<file path="src/rtl/cia_pkg.sv">
// Shared types and constants for the cubemap irradiance accumulator.
// No dependencies; the front, queue, back and top files import this package.
package cia_pkg;

    // Source face codes.
    localparam logic [2:0] FACE_POS_X = 3'd0;
    localparam logic [2:0] FACE_NEG_X = 3'd1;
    localparam logic [2:0] FACE_POS_Y = 3'd2;
    localparam logic [2:0] FACE_NEG_Y = 3'd3;
    localparam logic [2:0] FACE_POS_Z = 3'd4;
    localparam logic [2:0] FACE_NEG_Z = 3'd5;

    // Result sum field width and its largest value.
    localparam int unsigned OUT_W = 40;
    localparam logic [OUT_W-1:0] OUT_MAX = '1;

    // Colour (8 bits) times the Q1.15 weighted cosine (at most 17 bits).
    localparam int unsigned COLOR_W = 8;
    localparam int unsigned W15_W   = 17;
    localparam int unsigned ADD_W   = COLOR_W + W15_W;

    // Depth of the queue between the front and back parts.
    localparam int unsigned QUEUE_DEPTH = 4;
    localparam int unsigned QPTR_W      = $clog2(QUEUE_DEPTH);
    localparam int unsigned QCNT_W      = $clog2(QUEUE_DEPTH + 1);

    // Per-texel attributes that travel beside the arithmetic.
    typedef struct packed {
        logic [15:0]        weight;
        logic [COLOR_W-1:0] red;
        logic [COLOR_W-1:0] green;
        logic [COLOR_W-1:0] blue;
        logic               last;
        logic               face_ok;
    } attr_t;

    // Classified request as held in the queue.
    typedef struct packed {
        logic signed [16:0] rx;
        logic signed [16:0] ry;
        logic signed [16:0] rz;
        logic signed [15:0] nx;
        logic signed [15:0] ny;
        logic signed [15:0] nz;
        attr_t              attr;
    } item_t;

endpackage

</file>
<file path="src/rtl/cia_if.sv">
// Handshake channels of the accumulator: texel requests in, irradiance results out.
// No dependencies.
interface cia_texel_if;
    logic               valid;
    logic               ready;
    logic signed [15:0] dir_x;
    logic signed [15:0] dir_y;
    logic signed [15:0] dir_z;
    logic [15:0]        weight;
    logic [2:0]         source_face;
    logic [7:0]         red;
    logic [7:0]         green;
    logic [7:0]         blue;
    logic signed [15:0] normal_x;
    logic signed [15:0] normal_y;
    logic signed [15:0] normal_z;
    logic               last_texel;

    modport source (
        output valid, dir_x, dir_y, dir_z, weight, source_face, red, green, blue,
               normal_x, normal_y, normal_z, last_texel,
        input  ready
    );
    modport sink (
        input  valid, dir_x, dir_y, dir_z, weight, source_face, red, green, blue,
               normal_x, normal_y, normal_z, last_texel,
        output ready
    );
endinterface


</file>
<file path="src/rtl/cia_front.sv">
// Front part: accepts texel requests, rotates the direction to the source face
// and flags invalid face codes. Depends on cia_pkg and cia_if.
module cia_front (
    cia_texel_if.sink     texel,
    input  logic          queue_full,
    output logic          push,
    output cia_pkg::item_t push_item
);
    import cia_pkg::*;

    logic signed [16:0] ex;
    logic signed [16:0] ey;
    logic signed [16:0] ez;

    // A request is taken whenever the queue has room.
    assign texel.ready = !queue_full;
    assign push        = texel.valid && !queue_full;

    // Sign-extend so that negating minus one stays exact.
    assign ex = 17'(texel.dir_x);
    assign ey = 17'(texel.dir_y);
    assign ez = 17'(texel.dir_z);

    // Signed axis permutation per source face.
    always_comb
    begin
        push_item.nx             = texel.normal_x;
        push_item.ny             = texel.normal_y;
        push_item.nz             = texel.normal_z;
        push_item.attr.weight    = texel.weight;
        push_item.attr.red       = texel.red;
        push_item.attr.green     = texel.green;
        push_item.attr.blue      = texel.blue;
        push_item.attr.last      = texel.last_texel;
        push_item.attr.face_ok   = 1'b1;
        unique case (texel.source_face)
            FACE_POS_X:
            begin
                push_item.rx = ex;
                push_item.ry = ey;
                push_item.rz = ez;
            end
            FACE_NEG_X:
            begin
                push_item.rx = -ex;
                push_item.ry = ey;
                push_item.rz = -ez;
            end
            FACE_POS_Y:
            begin
                push_item.rx = -ez;
                push_item.ry = ex;
                push_item.rz = -ey;
            end
            FACE_NEG_Y:
            begin
                push_item.rx = -ez;
                push_item.ry = -ex;
                push_item.rz = ey;
            end
            FACE_POS_Z:
            begin
                push_item.rx = -ez;
                push_item.ry = ey;
                push_item.rz = ex;
            end
            FACE_NEG_Z:
            begin
                push_item.rx = ez;
                push_item.ry = ey;
                push_item.rz = -ex;
            end
            default:
            begin
                // Unused face code: the texel adds nothing but may still end the run.
                push_item.rx           = '0;
                push_item.ry           = '0;
                push_item.rz           = '0;
                push_item.attr.face_ok = 1'b0;
            end
        endcase
    end

endmodule

</file>
<file path="src/flat_wrapper.sv">
// flat-port wrapper written by rule: the top's interface ports become plain ports
module cia_front_flat import cia_pkg::*;
  (queue_full, push, push_item, texel_valid, texel_dir_x, texel_dir_y, texel_dir_z, texel_weight, texel_source_face, texel_red, texel_green, texel_blue, texel_normal_x, texel_normal_y, texel_normal_z, texel_last_texel, texel_ready);
  cia_texel_if texel_i ();
  input  logic queue_full;
  output logic push;
  output cia_pkg::item_t push_item;
  input wire logic [$bits(texel_i.valid)-1:0] texel_valid;
  input wire logic [$bits(texel_i.dir_x)-1:0] texel_dir_x;
  input wire logic [$bits(texel_i.dir_y)-1:0] texel_dir_y;
  input wire logic [$bits(texel_i.dir_z)-1:0] texel_dir_z;
  input wire logic [$bits(texel_i.weight)-1:0] texel_weight;
  input wire logic [$bits(texel_i.source_face)-1:0] texel_source_face;
  input wire logic [$bits(texel_i.red)-1:0] texel_red;
  input wire logic [$bits(texel_i.green)-1:0] texel_green;
  input wire logic [$bits(texel_i.blue)-1:0] texel_blue;
  input wire logic [$bits(texel_i.normal_x)-1:0] texel_normal_x;
  input wire logic [$bits(texel_i.normal_y)-1:0] texel_normal_y;
  input wire logic [$bits(texel_i.normal_z)-1:0] texel_normal_z;
  input wire logic [$bits(texel_i.last_texel)-1:0] texel_last_texel;
  output wire logic [$bits(texel_i.ready)-1:0] texel_ready;
  assign texel_i.valid = texel_valid;
  assign texel_i.dir_x = texel_dir_x;
  assign texel_i.dir_y = texel_dir_y;
  assign texel_i.dir_z = texel_dir_z;
  assign texel_i.weight = texel_weight;
  assign texel_i.source_face = texel_source_face;
  assign texel_i.red = texel_red;
  assign texel_i.green = texel_green;
  assign texel_i.blue = texel_blue;
  assign texel_i.normal_x = texel_normal_x;
  assign texel_i.normal_y = texel_normal_y;
  assign texel_i.normal_z = texel_normal_z;
  assign texel_i.last_texel = texel_last_texel;
  assign texel_ready = texel_i.ready;
  cia_front u_core (.texel(texel_i), .queue_full(queue_full), .push(push), .push_item(push_item));
endmodule
</file>
<file path="config.mk">
export PLATFORM = sky130hd
export DESIGN_NAME = cia_front_flat
export DESIGN_NICKNAME = d
export VERILOG_FILES = /design/src/rtl/cia_pkg.sv /design/src/rtl/cia_if.sv /design/src/rtl/cia_front.sv /design/src/flat_wrapper.sv
export SDC_FILE = /design/constraint.sdc
export NUM_CORES = 1
export LEC_CHECK = 0
export BUFFER_PORTS_ARGS = -buffer_cell sky130_fd_sc_hd__buf_2
export CAP_MARGIN = 20
export CORE_AREA = 10 10 101 103
export DETAILED_ROUTE_END_ITERATION = 10
export DIE_AREA = 0 0 111 113
export GPL_TIMING_DRIVEN = 0
export MAX_ROUTING_LAYER = met4
export PLACE_DENSITY = 0.91
export SYNTH_ARGS = -nofsm -noshare
export SYNTH_HDL_FRONTEND = slang
export SYNTH_SLANG_ARGS = --single-unit
</file>
<file path="constraint.sdc">
create_clock -name vclk -period 5.05
set_input_delay 0.2525 -clock vclk [all_inputs]
set_output_delay 0.2525 -clock vclk [all_outputs]
set_load 0.05 [all_outputs]
</file>
==> flow_metrics.env <==
export IMPL_clock_buffer_count=0
export IMPL_rsz0062_at_grt="false"
export IMPL_ios=285
export IMPL_die_h_um=113
export IMPL_drt_drc_violations_left=0
export IMPL_vias=4327
export IMPL_start_util=0.380
export IMPL_ys_seq_area_frac=0
export IMPL_holdBufCountCts=0
export IMPL_synthTopCellsByArea="buf_4, xor2_1, mux2i_1, nand2_1, xnor2_1"
export IMPL_postCtsSetupBuffers=0
export IMPL_final_net_count=804
export IMPL_maxCapViolations=0
export IMPL_gp_congestion=0.997
export IMPL_crit_path_start_kind="primary input"
export IMPL_design_seq_count=0
export IMPL_tns_ps=0
export IMPL_grt_first_pass_wirelength_um=22900
export IMPL_max_freq_ghz=0.342
export IMPL_synthDominantCellAreaShare=0.216
export IMPL_swShare=0.723
export IMPL_intPower_mw=0.180
export IMPL_dp_hpwl_um=12600
export IMPL_grt_antenna_before_repair=0
export IMPL_crit_start="texel_source_face[1]"
export IMPL_final_hold_violation_count=0
export IMPL_diodes=0
export IMPL_vias_per_cell=5.68
export IMPL_die_area_um2=12500
export IMPL_p_leak_nw=2.05
export IMPL_drv_slew=0
export IMPL_avgSynthCellArea_um2=6.50
export IMPL_port_buffer_count=181
export IMPL_cp_end_kind="output pin"
export IMPL_worstPathArrival_ps=2670
export IMPL_post_route_cells_drive_above_1_share=0.435
export IMPL_synth_net_count=620
export IMPL_fin_util=0.508
export IMPL_net_switching_power_mw=0.470
export IMPL_netlist_instances=475
export IMPL_crit_fanout=10
export IMPL_worstMarginPinSlew_ps=1040
export IMPL_ant_nets=0
export IMPL_synthesis_area_um2=3090
export IMPL_placeableCoreArea_um2=8130
export IMPL_synth_cell_types=60
export IMPL_post_route_period_util=0.580
export IMPL_holdWs_ps=808
export IMPL_slew_headroom=0.300
export IMPL_die_width_um=111
export IMPL_areaGrowthSynthToFinish_pct=33.7
export IMPL_ff_latch_area_um2=0
export IMPL_yosys_area_top_type="buf_4"
export IMPL_min_path_type="primary input to output pin"
export IMPL_wl_per_cell_um=19.9
export IMPL_instances_no_fill=762
export IMPL_drt_total_wl_um=15100
export IMPL_p_clk_frac=0
export IMPL_setup_viol=0
export IMPL_grt_usage=0.222
export IMPL_cts_resized=0
export IMPL_critical_path_class="primary input to output pin"
export IMPL_comb_power_share=1.000
export IMPL_min_delay_start="texel_weight[0]"
export IMPL_power_density_nw_per_um2=158
export IMPL_worst_slack_ps=2120
export IMPL_fin_crit_ps=2930
export IMPL_drt_pass1_iterations=5
export IMPL_min_path_cells=2
export IMPL_holdPathEnd="push_item[26]"
export IMPL_ir_drop_mv=0.0913
export IMPL_first_iter_violations=468
export IMPL_seqPwrFrac=0
export IMPL_dp_cells=762
export IMPL_worstPathRequired_ps=4800
export IMPL_pre_cts_ws_ps=2230
export IMPL_grt_max_degree=11
export IMPL_row_count=33
export IMPL_fillers=869
export IMPL_yosysWarnings=0
export IMPL_status="finished, final reports clean"
export IMPL_globalRouteOverflowTotal=0
export IMPL_grt_pass1_vias=4386
-- power by group through the flow --
stage / clock network [mW] / logic [mW] / registers, mW
floorplan: 0 / 0.493 / 0
global placement: 0 / 0.643 / 0
detailed placement: 0 / 0.648 / 0
CTS: 0 / 0.649 / 0
global route: 0 / 0.682 / 0
finish: 0 / 0.651 / 0
-- layout by cell type (no fill, tap or decap), types with 17 or more instances in the layout --
| master | count |
|---|---|
| buf_2 | 182 |
| buf_4 | 89 |
| clkbuf_1 | 25 |
| inv_1 | 17 |
| mux2i_1 | 18 |
| nand2_1 | 47 |
| nor2_1 | 32 |
| o21ai_0 | 24 |
| xnor2_1 | 19 |
| xor2_1 | 29 |
-- kinds of logic after synthesis --
kind of cell | Yosys count | synth area share
adders and majority gates | 3 | 0.0122
AOI/OAI and AO/OA | 116 | 0.269
muxes | 19 | 0.0620
buffers and inverters | 144 | 0.288
and+or+nand+nor | 145 | 0.233
xor gates and xnor gates | 48 | 0.136
-- stage by stage --
stage / cell area [µm²] / total power, mW
after global placement: 4130 / 0.643
final: 4130 / 0.651
after global routing: 4130 / 0.682
after floorplan: 3090 / 0.493
after CTS: 4130 / 0.649
after detailed placement: 4130 / 0.648
-- routing by layer --
metal	wire length, µm	track usage
met5	0	-
met4	578	0.0816
met3	1480	0.0312
met2	7240	0.381
met1	5850	0.257
-- worst max path at each step --
| stage | to | slack, ps |
|---|---|---|
| 6_report | push_item[98] | 2120 |
| 5_1_grt | push_item[105] | 2010 |
| 4_1_cts | push_item[104] | 2220 |
| 3_5_place_dp | push_item[104] | 2230 |
| 3_3_place_gp | push_item[101] | 2160 |
| 2_1_floorplan | push_item[138] | 2120 |
-- critical path, stage by stage --
cell	delay (ps)
buf_2	100
clkbuf_1	330
clkinv_1	390
nor3_1	920
a221oi_1	180
o21ai_0	180
buf_2	320
-- layout make-up --
class | instances | area [µm²] | share of cell area
inverter | 19 | 71.3 | 0.0173
tap | 105 | 131 | 0.0318
buffer | 125 | 818 | 0.198
multi-input combinational | 331 | 2200 | 0.532
timing repair buffer | 182 | 911 | 0.220
-- Yosys cell counts (all sizes together) (3+ instances only) --
cell type	number
a22oi	13
nand3	9
nand4	9
o21ai	25
a221oi	8
o31ai	5
nor3	13
clkbuf	25
nor2	32
o2bb2ai	7
xnor2	19
a22o	5
o211ai	7
nand2	47
and2	4
o22ai	12
o221ai	4
xor2	29
buf	100
a32oi	5
inv	18
nor2b	4
a21oi	10
or2	3
nor4	9
ha	3
mux2i	18
(Power assumes the default switching activity.)
