===== src/rtl/cia_pkg.sv =====
// Shared types and constants for the cubemap irradiance accumulator.
// No dependencies; the front, queue, back and top files import this package.
package cia_pkg;

    // Source face codes.
    localparam logic [2:0] FACE_POS_X = 3'd0;
    localparam logic [2:0] FACE_NEG_X = 3'd1;
    localparam logic [2:0] FACE_POS_Y = 3'd2;
    localparam logic [2:0] FACE_NEG_Y = 3'd3;
    localparam logic [2:0] FACE_POS_Z = 3'd4;
    localparam logic [2:0] FACE_NEG_Z = 3'd5;

    // Result sum field width and its largest value.
    localparam int unsigned OUT_W = 40;
    localparam logic [OUT_W-1:0] OUT_MAX = '1;

    // Colour (8 bits) times the Q1.15 weighted cosine (at most 17 bits).
    localparam int unsigned COLOR_W = 8;
    localparam int unsigned W15_W   = 17;
    localparam int unsigned ADD_W   = COLOR_W + W15_W;

    // Depth of the queue between the front and back parts.
    localparam int unsigned QUEUE_DEPTH = 4;
    localparam int unsigned QPTR_W      = $clog2(QUEUE_DEPTH);
    localparam int unsigned QCNT_W      = $clog2(QUEUE_DEPTH + 1);

    // Per-texel attributes that travel beside the arithmetic.
    typedef struct packed {
        logic [15:0]        weight;
        logic [COLOR_W-1:0] red;
        logic [COLOR_W-1:0] green;
        logic [COLOR_W-1:0] blue;
        logic               last;
        logic               face_ok;
    } attr_t;

    // Classified request as held in the queue.
    typedef struct packed {
        logic signed [16:0] rx;
        logic signed [16:0] ry;
        logic signed [16:0] rz;
        logic signed [15:0] nx;
        logic signed [15:0] ny;
        logic signed [15:0] nz;
        attr_t              attr;
    } item_t;

endpackage


===== src/rtl/cia_queue.sv =====
// Short first-in first-out queue of classified requests between front and back.
// Depends on cia_pkg.
module cia_queue (
    input  logic           clk,
    input  logic           rst_n,
    input  logic           push,
    input  cia_pkg::item_t push_item,
    output logic           full,
    input  logic           pop,
    output logic           avail,
    output cia_pkg::item_t pop_item
);
    import cia_pkg::*;

    item_t             slot_reg [QUEUE_DEPTH];
    logic [QPTR_W-1:0] wr_ptr_reg;
    logic [QPTR_W-1:0] wr_ptr_next;
    logic [QPTR_W-1:0] rd_ptr_reg;
    logic [QPTR_W-1:0] rd_ptr_next;
    logic [QCNT_W-1:0] count_reg;
    logic [QCNT_W-1:0] count_next;

    assign full     = (count_reg == QCNT_W'(QUEUE_DEPTH));
    assign avail    = (count_reg != '0);
    assign pop_item = slot_reg[rd_ptr_reg];

    // Pointer and fill count update.
    always_comb
    begin
        wr_ptr_next = push ? wr_ptr_reg + 1'b1 : wr_ptr_reg;
        rd_ptr_next = pop ? rd_ptr_reg + 1'b1 : rd_ptr_reg;
        count_next  = count_reg + QCNT_W'(push) - QCNT_W'(pop);
    end

    always_ff @(posedge clk or negedge rst_n)
    begin
        if (!rst_n)
        begin
            wr_ptr_reg <= '0;
            rd_ptr_reg <= '0;
            count_reg  <= '0;
        end
        else
        begin
            wr_ptr_reg <= wr_ptr_next;
            rd_ptr_reg <= rd_ptr_next;
            count_reg  <= count_next;
        end
    end

    // Slot storage needs no reset.
    always_ff @(posedge clk)
    begin
        if (push)
        begin
            slot_reg[wr_ptr_reg] <= push_item;
        end
    end

`ifndef SYNTHESIS
    assert property (@(posedge clk) disable iff (!rst_n) count_reg <= QCNT_W'(QUEUE_DEPTH))
        else $error("queue fill count beyond depth");
    assert property (@(posedge clk) disable iff (!rst_n) pop |-> avail)
        else $error("queue popped while empty");
    assert property (@(posedge clk) disable iff (!rst_n) push |-> !full)
        else $error("queue written while full");
`endif

endmodule


===== config.mk =====
export PLATFORM = sky130hd
export DESIGN_NAME = cia_queue
export DESIGN_NICKNAME = d
export VERILOG_FILES = /design/src/rtl/cia_pkg.sv /design/src/rtl/cia_queue.sv
export SDC_FILE = /design/constraint.sdc
export NUM_CORES = 1
export LEC_CHECK = 0
export BUFFER_PORTS_ARGS = -buffer_cell sky130_fd_sc_hd__buf_2
export CAP_MARGIN = 5
export CORE_MARGIN = 4
export CORE_UTILIZATION = 40
export CTS_BUF_LIST = sky130_fd_sc_hd__clkbuf_8
export DETAILED_ROUTE_END_ITERATION = 16
export PLACE_DENSITY = 0.65
export SETUP_SLACK_MARGIN = 0.3
export SYNTH_ARGS = -nofsm -noshare
export SYNTH_HDL_FRONTEND = slang
export SYNTH_SLANG_ARGS = --single-unit

===== constraint.sdc =====
create_clock -name clk -period 13.35 [get_ports clk]
set_input_delay 2.0025 -clock clk [delete_from_list [all_inputs] [get_ports clk]]
set_output_delay 2.0025 -clock clk [all_outputs]
set_load 0.1 [all_outputs]

==> impl_metrics.py, run 1 <==
metrics = {
    "status": {
        "outcome": "finished, final reports clean",
    },
    "setup_path": {
        "path_max_fanout": 45,
        "crit_path_end_kind": "primary output",
        "cp.required_ps": 11350,
        "worst-setup-path-type": "reg2out",
        "start_kind": "flop",
        "critical_path_arrival_ps": 3860,
    },
    "yosys": {
        "avgSynthCellArea_um2": 26.86,
        "mappedNetlistArea_um2": 20710,
        "synth-seq-cells": 571,
        "synth_top_area_cell": "sky130_fd_sc_hd__edfxtp_1",
        "top_area_cell_type_share_of_the_netlist_area": 0.8177,
        "ys_top_cells_by_count": "564 x sky130_fd_sc_hd__edfxtp_1, 141 x sky130_fd_sc_hd__mux4_2, 17 x sky130_fd_sc_hd__buf_2",
        "synth_enable_flop_cells": 564,
        "synth_nets": 923,
        "synthDistinctLibCells": 17,
        "most_numerous_cell_in_the_yosys_netlist": "sky130_fd_sc_hd__edfxtp_1",
        "ys_seq_area_frac": 0.8262,
        "syn_inst_count": 771,
        "ys_dominant_reg_cell": "sky130_fd_sc_hd__edfxtp_1",
        "synthesis.yosys.warnings": 0,
        "yosys-top-cells-area": "sky130_fd_sc_hd__edfxtp_1 82%, sky130_fd_sc_hd__mux4_2 15%, sky130_fd_sc_hd__dfrtp_1 0.85%",
        "asyncSetResetFlopFracSynth": 0.01226,
    },
    "cts": {
        "post-cts-setup-buffers": 0,
        "cts_h_tree_depth": 3,
        "ctsLongestPathBuffers": 3,
        "clkLatencyLatePin_ps": 660,
        "tritoncts": "yes",
        "cts-resized-gates": 0,
        "holdBufCountCts": 0,
        "tritoncts.num_buffers": 93,
        "clockRootBuffer": "sky130_fd_sc_hd__clkbuf_8",
        "cts.sink_count": 571,
        "clkSlewWorstSetupHoldPaths_ps": 60,
    },
    "global_route": {
        "grt_overflow": 0,
        "grt_max_degree": 70,
        "global_route_wire_length_before_repair_um": 62770,
        "grt_antenna_before_repair": 11,
        "grt_usage": 0.1486,
        "grt_pass1_vias": 10091,
    },
    "floorplanning": {
        "ioPinCount": 288,
        "core_region_area_um2": 51300,
        "fp.dieArea_um2": 55480,
        "rows": 83,
        "floorplan.initialDensity": 0.4037,
        "vert_die_dim_um": 235.5,
        "floorplan.die.width_um": 235.5,
    },
    "finish": {
        "final_layout_size_suffix_gt1_frac": 0.4659,
        "layout-area-overhead-vs-synth_pct": 18.80,
        "largest_register_ffs": 564,
        "design.final.nets": 1286,
    },
    "timing": {
        "grt_setup_unrepaired": "false",
        "tightestPinTransition_ps": 1059,
        "timing.slew.headroom": 0.2939,
        "report.final.slew_viol_count": 0,
        "finalClockSkew_ps": 18.82,
        "fin_crit_sh": 0.4390,
        "setup-tns-final_ps": 0,
        "fin_hold_viols": 0,
        "fin_hold_ws_ps": 530.4,
        "fmaxAchievable_mhz": 170.6,
        "post-route-min-period_ps": 5861,
        "finalSetupViolations": 0,
    },
    "placement": {
        "port_buffers": 287,
        "dpl.hpwl_um": 24480,
        "routabilityCongestion": 0.6963,
    },
    "detailed_routing": {
        "detail-route-antenna-nets": 0,
        "routed_length_per_instance_um": 21.92,
        "routed_wirelength_um": 41380,
        "drcViolationCount": 0,
        "vias": 9423,
        "detail_route.vias_per_cell": 4.991,
        "drtPass1Iterations": 4,
        "drt_iter0_markers": 643,
    },
    "min_path": {
        "worstHoldPathType": "reg2reg",
    },
    "run": {
        "max_cap_viol_count": 0,
    },
}
==> final cells by class <==
type | count | area (µm²)
antenna | 4 | 10.01
clock buffer | 96 | 1321
clock inverter | 69 | 372.9
fill | 4238 | 26700
inverter | 6 | 22.52
multi-input combinational | 162 | 3374
sequential | 571 | 17120
tap | 680 | 850.8
timing repair buffer | 300 | 1534
==> path summary, 6_finish.rpt <==
path | from | to | slack, ps | depth (start not counted)
worst max-delay path | rd_ptr_reg[0] | pop_item[131] | 7490 | 4
worst min-delay path | wr_ptr_reg[0] | wr_ptr_reg[0] | 530 | 1
worst max register to register | wr_ptr_reg[1] | slot_reg[1][126] | 10800 | 4
worst min register to register | wr_ptr_reg[0] | wr_ptr_reg[0] | 530 | 1
max in group asynchronous | rst_n | rd_ptr_reg[0] | 11950 | 1
min in group asynchronous | rst_n | wr_ptr_reg[0] | 1190 | 1
==> cells in the final DEF (no fill, tap or decap), drive strengths merged <==
cell type	Yosys	layout
diode	0	4
edfxtp	564	564
o21ai	1	1
xor2	2	2
clkinv	0	22
or3	1	1
fa	1	1
ha	6	6
mux4	141	141
xnor2	3	3
clkinvlp	0	5
and3	1	1
and2	4	4
inv	6	45
buf	27	300
dfrtp	7	7
clkbuf	5	96
bufinv	0	3
nand2	2	2
==> cell families after synthesis <==
logic type | Yosys count | synth area share
multiplexers | 141 | 0.1533
AND/OR/NAND/NOR | 8 | 0.002175
buffers and inverters | 38 | 0.01136
flip-flops | 571 | 0.8262
adder cells (fa/ha/maj) | 7 | 0.004591
AO/OA/AOI/OAI | 1 | 0.0002414
XOR/XNOR | 5 | 0.002115
==> per-layer routing <==
layer	routed length (µm)	part of all wire	track usage	vias to the layer above
li1	-	-	-	4091
met1	17320	0.42	0.1986	4932
met2	19620	0.47	0.2266	312
met3	3553	0.086	0.05694	76
met4	801	0.019	0.05036	12
met5	81	0.0020	0	-
==> critical path: stages, from the launching register on <==
cell	delay (ps)
sky130_fd_sc_hd__dfrtp_4	760
sky130_fd_sc_hd__buf_4	630
sky130_fd_sc_hd__buf_4	830
sky130_fd_sc_hd__mux4_2	610
sky130_fd_sc_hd__buf_2	310
==> through the flow <==
stage	setup slack, ps	cell area [µm²]	util	std cells
final	7489	24600	0.4796	1888
after global routing	7065	24590	0.4794	1884
after CTS	7218	24590	0.4794	1884
after detailed placement	7976	22900	0.4464	1719
after global placement	7987	22900	0.4464	1719
after floorplan	7608	20710	-	771
Power of run 1 is left out: the tool's default activity adds up to more than one toggle a clock period on the data nets, which glitch-free logic cannot reach.
==> inputs of run 2 (changes only) <==
ABC_AREA = 1   (was unset)
PLACE_DENSITY = 0.64   (was 0.65)
clock period = 5.5 ns   (was 13.35 ns; I/O delays follow)
==> impl_metrics.py, run 2 <==
metrics = {
    "status": {
        "outcome": "finished, final reports clean",
    },
    "finish": {
        "layout-area-overhead-vs-synth_pct": 15.37,
        "nFillCells": 5420,
        "most_frequent_cells_in_the_layout": "716 x sky130_fd_sc_hd__nand2_1, 604 x sky130_fd_sc_hd__inv_1, 564 x sky130_fd_sc_hd__edfxtp_1, 287 x sky130_fd_sc_hd__buf_2, 284 x sky130_fd_sc_hd__nand3_1",
        "postLayoutCellArea_um2": 27940,
        "design.final.nets": 2716,
        "largest_register_ffs": 564,
        "post-route-util": 0.4698,
        "layout_commonest_cell": "sky130_fd_sc_hd__nand2_1",
        "final_layout_size_suffix_gt1_frac": 0.1624,
    },
    "setup_path": {
        "crit_family": "buffers and inverters",
        "worst-setup-path-type": "reg2out",
        "cp_common_cell": "sky130_fd_sc_hd__nand2_1",
        "start_kind": "flop",
        "critical-path-max-stage-delay_ps": 670,
        "path_max_fanout": 183,
        "critical_path_arrival_ps": 3580,
        "cell_by_cell_listing_of_the_critical_path": "inv_8, buf_4, nand2_1, nand3_1, nand2_1, buf_2",
        "critical_path.slowest_cell": "sky130_fd_sc_hd__inv_8",
        "worst-path-buf-inv": 3,
        "cp.required_ps": 4680,
        "crit_path_end_kind": "primary output",
    },
    "yosys": {
        "synth_nets": 2408,
        "top_area_cell_type_share_of_the_netlist_area": 0.6994,
        "yosys-top-cells-area": "sky130_fd_sc_hd__edfxtp_1 70%, sky130_fd_sc_hd__nand2_1 11%, sky130_fd_sc_hd__inv_1 8.9%",
        "synth-seq-cells": 571,
        "synth_enable_flop_cells": 564,
        "synthesis.yosys.warnings": 0,
        "syn_inst_count": 2256,
        "mappedNetlistArea_um2": 24210,
        "ys_seq_area_frac": 0.7067,
        "synthDistinctLibCells": 15,
        "synth_top_area_cell": "sky130_fd_sc_hd__edfxtp_1",
        "asyncSetResetFlopFracSynth": 0.01226,
        "ys_dominant_reg_cell": "sky130_fd_sc_hd__edfxtp_1",
        "ys_top_cells_by_count": "716 x sky130_fd_sc_hd__nand2_1, 576 x sky130_fd_sc_hd__inv_1, 564 x sky130_fd_sc_hd__edfxtp_1",
        "avgSynthCellArea_um2": 10.73,
        "most_numerous_cell_in_the_yosys_netlist": "sky130_fd_sc_hd__nand2_1",
    },
    "timing": {
        "grt_setup_unrepaired": "false",
        "fmaxAchievable_mhz": 227.3,
        "setup-tns-final_ps": 0,
        "fin_crit_sh": 0.8000,
        "fin_hold_viols": 0,
        "fin_hold_ws_ps": 365.4,
        "report.final.slew_viol_count": 0,
        "tightestPinTransition_ps": 1269,
        "post-route-min-period_ps": 4400,
        "finalSetupViolations": 0,
        "timing.slew.headroom": 0.1541,
        "finalClockSkew_ps": 20.81,
    },
    "detailed_routing": {
        "vias": 15746,
        "detail-route-antenna-nets": 0,
        "detail_route.vias_per_cell": 4.597,
        "drt_iter0_markers": 839,
        "routed_wirelength_um": 55130,
        "drtPass1Iterations": 5,
        "routed_length_per_instance_um": 16.10,
        "drcViolationCount": 0,
    },
    "global_route": {
        "grt_pass1_vias": 15630,
        "grt_overflow": 0,
        "grt_max_degree": 184,
        "grt_antenna_before_repair": 16,
        "grt_usage": 0.1682,
        "global_route_wire_length_before_repair_um": 84170,
    },
    "cts": {
        "cts_h_tree_depth": 3,
        "post-cts-setup-buffers": 0,
        "tritoncts": "yes",
        "clkSlewWorstSetupHoldPaths_ps": 60,
        "tritoncts.num_buffers": 98,
        "cts.sink_count": 571,
        "clkLatencyLatePin_ps": 670,
        "clockRootBuffer": "sky130_fd_sc_hd__clkbuf_8",
        "ctsLongestPathBuffers": 3,
    },
    "floorplanning": {
        "floorplan.initialDensity": 0.4072,
        "rows": 89,
        "fp.dieArea_um2": 64540,
        "vert_die_dim_um": 254.0,
        "core_region_area_um2": 59460,
        "ioPinCount": 288,
        "floorplan.die.width_um": 254.0,
    },
    "placement": {
        "dpl.hpwl_um": 31240,
        "routabilityCongestion": 0.7517,
        "postPlaceCellArea_um2": 26120,
        "port_buffers": 287,
    },
    "min_path": {
        "worstHoldPathType": "in2reg",
    },
    "run": {
        "max_cap_viol_count": 0,
    },
}
run 2: cell types whose count changed in the layout (fill, tap and decap cells not counted), sizes merged, moves of 2 or more:
| cell | previous run | this run |
|---|---|---|
| nand2 | 2 | 716 |
| inv | 45 | 612 |
| nand3 | 0 | 284 |
| mux4 | 141 | 0 |
| clkinv | 22 | 38 |
| diode | 4 | 10 |
| and2 | 4 | 0 |
| clkbuf | 96 | 100 |
| xnor2 | 3 | 0 |
| buf | 300 | 302 |
| clkinvlp | 5 | 3 |
run 2: path summary, 6_finish.rpt:
kind | startpoint | end | slack [ps] | cells past startpoint
max | rd_ptr_reg[0] | pop_item[97] | 1100 | 6
min | push_item[126] | slot_reg[1][126] | 370 | 1
max reg2reg | wr_ptr_reg[0] | slot_reg[2][93] | 2980 | 5
min reg2reg | count_reg[1] | count_reg[2] | 520 | 2
max in group asynchronous | rst_n | rd_ptr_reg[1] | 4690 | 2
min in group asynchronous | rst_n | rd_ptr_reg[0] | 560 | 2
run 2: area by class of cell:
type / instances / area [µm²] / share of cell area
clock inverters: 78 / 409.1 / 0.01465
repair buffers: 303 / 1597 / 0.05715
well taps: 773 / 967.2 / 0.03462
inverters: 578 / 2202 / 0.07883
flip-flops and latches: 571 / 17120 / 0.6128
clock buffers: 100 / 1376 / 0.04927
diodes: 10 / 25.02 / 0.0008958
multi-input cells: 1012 / 4240 / 0.1518
run 2: layer usage:
layer | global-route usage | vias to the layer above | wire (µm)
met3 | 0.04749 | 100 | 3934
met5 | 0 | - | 120
met1 | 0.2011 | 7543 | 22200
met4 | 0.05987 | 18 | 1163
met2 | 0.2920 | 405 | 27710
li1 | - | 7680 | -
run 2: what timing repair did:
item | CTS | global route
hold buffers | 1 | 0
resized for setup | 0 | 0
hold endpoints to repair | 7 | 0
endpoints found under the setup margin | 0 | 0
run 2: logic make-up (layout without fill, tap and decap cells):
family	count (synthesis)	in the layout	share of synthesized area
AO/OA/AOI/OAI	1	1	0.0002065
XOR/XNOR	3	3	0.001085
adder cells (fa/ha/maj)	7	7	0.003927
buffers and inverters	673	1059	0.1182
flip-flops	571	571	0.7067
other	0	10	0
AND/OR/NAND/NOR	1001	1001	0.1699
run 2: metrics by stage:
stage	setup slack, ps	cells
3_5_place_dp	1888	3236
6_report	1100	3425
3_3_place_gp	1969	3236
4_1_cts	1133	3415
2_1_floorplan	1163	2256
5_1_grt	936.5	3420
Power of run 2 is left out for the same reason.
==> inputs of run 3 (changes only) <==
ABC_AREA = 0   (was 1)
PLACE_DENSITY = 0.65   (was 0.64)
clock period = 4.35 ns   (was 5.5 ns; I/O delays follow)
==> impl_metrics.py, run 3 (synthesis results as in run 1) <==
metrics = {
    "setup_path": {
        "critical_path.slowest_cell": "sky130_fd_sc_hd__dfrtp_4",
        "critical_path_arrival_ps": 2850,
        "critical-path-max-stage-delay_ps": 980,
        "cp.required_ps": 3700,
        "start_kind": "flop",
        "crit_family": "flip-flops",
        "cell_by_cell_listing_of_the_critical_path": "buf_4, mux4_2, buf_2",
        "worst-path-buf-inv": 2,
        "crit_path_end_kind": "primary output",
        "path_max_fanout": 37,
        "worst-setup-path-type": "reg2out",
    },
    "floorplanning": {
        "ioPinCount": 288,
        "floorplan.initialDensity": 0.4037,
        "core_region_area_um2": 51300,
        "floorplan.die.width_um": 235.5,
        "fp.dieArea_um2": 55480,
        "rows": 83,
        "vert_die_dim_um": 235.5,
    },
    "cts": {
        "clkSlewWorstSetupHoldPaths_ps": 60,
        "clockRootBuffer": "sky130_fd_sc_hd__clkbuf_8",
        "tritoncts.num_buffers": 93,
        "tritoncts": "yes",
        "clkLatencyLatePin_ps": 640,
        "holdBufCountCts": 1,
        "cts_h_tree_depth": 3,
        "cts.sink_count": 571,
        "post-cts-setup-buffers": 0,
        "cts-resized-gates": 0,
        "ctsLongestPathBuffers": 3,
    },
    "detailed_routing": {
        "vias": 9369,
        "detail_route.vias_per_cell": 4.939,
        "drt_iter0_markers": 464,
        "routed_wirelength_um": 40470,
        "detail-route-antenna-nets": 0,
        "drcViolationCount": 0,
        "routed_length_per_instance_um": 21.34,
        "drtPass1Iterations": 4,
    },
    "placement": {
        "routabilityCongestion": 0.7070,
        "port_buffers": 287,
        "dp_cells": 1725,
        "dpl.hpwl_um": 24130,
    },
    "timing": {
        "timing.slew.headroom": 0.3467,
        "tightestPinTransition_ps": 979.9,
        "fin_crit_sh": 0.8043,
        "finalSetupViolations": 0,
        "fin_hold_ws_ps": 226.4,
        "fmaxAchievable_mhz": 285.8,
        "post-route-min-period_ps": 3499,
        "setup-tns-final_ps": 0,
        "report.final.slew_viol_count": 0,
        "fin_hold_viols": 0,
        "grt_setup_unrepaired": "false",
        "finalClockSkew_ps": 27.86,
    },
    "finish": {
        "largest_register_ffs": 564,
        "layout-area-overhead-vs-synth_pct": 19.71,
        "finalNonFillerCells": 1897,
        "post-route-util": 0.4833,
        "design.final.nets": 1293,
        "final_layout_size_suffix_gt1_frac": 0.4657,
        "layout_commonest_cell": "sky130_fd_sc_hd__edfxtp_1",
        "nFillCells": 4199,
        "most_frequent_cells_in_the_layout": "564 x sky130_fd_sc_hd__edfxtp_1, 287 x sky130_fd_sc_hd__buf_2, 141 x sky130_fd_sc_hd__mux4_2, 95 x sky130_fd_sc_hd__clkbuf_8, 37 x sky130_fd_sc_hd__inv_1",
    },
    "global_route": {
        "global_route_wire_length_before_repair_um": 62320,
        "grt_usage": 0.1467,
        "grt_overflow": 0,
        "grt_pass1_vias": 10231,
        "grt_max_degree": 67,
        "grt_antenna_before_repair": 12,
    },
    "run": {
        "max_cap_viol_count": 0,
    },
    "status": {
        "outcome": "finished, final reports clean",
    },
    "min_path": {
        "worstHoldPathType": "in2reg",
    },
}
[run 3: cell count changes in the layout (fill, tap and decap cells not counted), sizes merged]
cell / change
nand2: -714
inv: -575
nand3: -284
mux4: +141
clkbuf: -5
clkinv: -5
and2: +4
buf: +4
diode: -4
xnor2: +3
and3: +1
nor3: -1
or3: +1
xor2: -1
[run 3: area by class of cell]
cell class	count	area (µm²)	area share
Sequential cell	571	17120	0.6905
Multi-Input combinational cell	162	3374	0.1361
Timing Repair Buffer	307	1739	0.07015
Clock buffer	95	1308	0.05273
Tap cell	680	850.8	0.03432
Clock inverter	70	365.4	0.01474
Inverter	6	22.52	0.0009084
Antenna cell	6	15.01	0.0006056
[run 3: per-stage QoR]
stage	cell area, µm²	setup slack [ps]
final	24790	851.1
after global routing	24780	606.6
after CTS	24780	660.2
after detailed placement	23100	1434
after global placement	23100	1426
after floorplan	20720	1507
[run 3: final timing paths]
kind	startpoint	endpoint	slack [ps]	cells past startpoint
worst min-delay path	push_item[31]	slot_reg[2][31]	230	1
worst min register to register	wr_ptr_reg[0]	wr_ptr_reg[0]	540	1
worst max register to register	wr_ptr_reg[1]	slot_reg[1][78]	2160	4
worst max-delay path	rd_ptr_reg[0]	pop_item[28]	850	3
min in group asynchronous	rst_n	wr_ptr_reg[1]	380	2
max in group asynchronous	rst_n	rd_ptr_reg[1]	3770	2
[run 3: worst register-to-register path: stages, from the launching register on]
cell and delay (ps):
sky130_fd_sc_hd__dfrtp_1 410, sky130_fd_sc_hd__inv_1 100, sky130_fd_sc_hd__ha_1 140, sky130_fd_sc_hd__and2_4 610
sky130_fd_sc_hd__buf_4 530
[run 3: layer usage]
metal,track usage,share of wire,up-vias
li1,-,-,4115
met1,0.1898,0.41,4866
met2,0.2314,0.49,287
met3,0.05272,0.076,87
met4,0.05357,0.023,14
met5,0,0.0021,-
Power of run 3 is left out for the same reason.
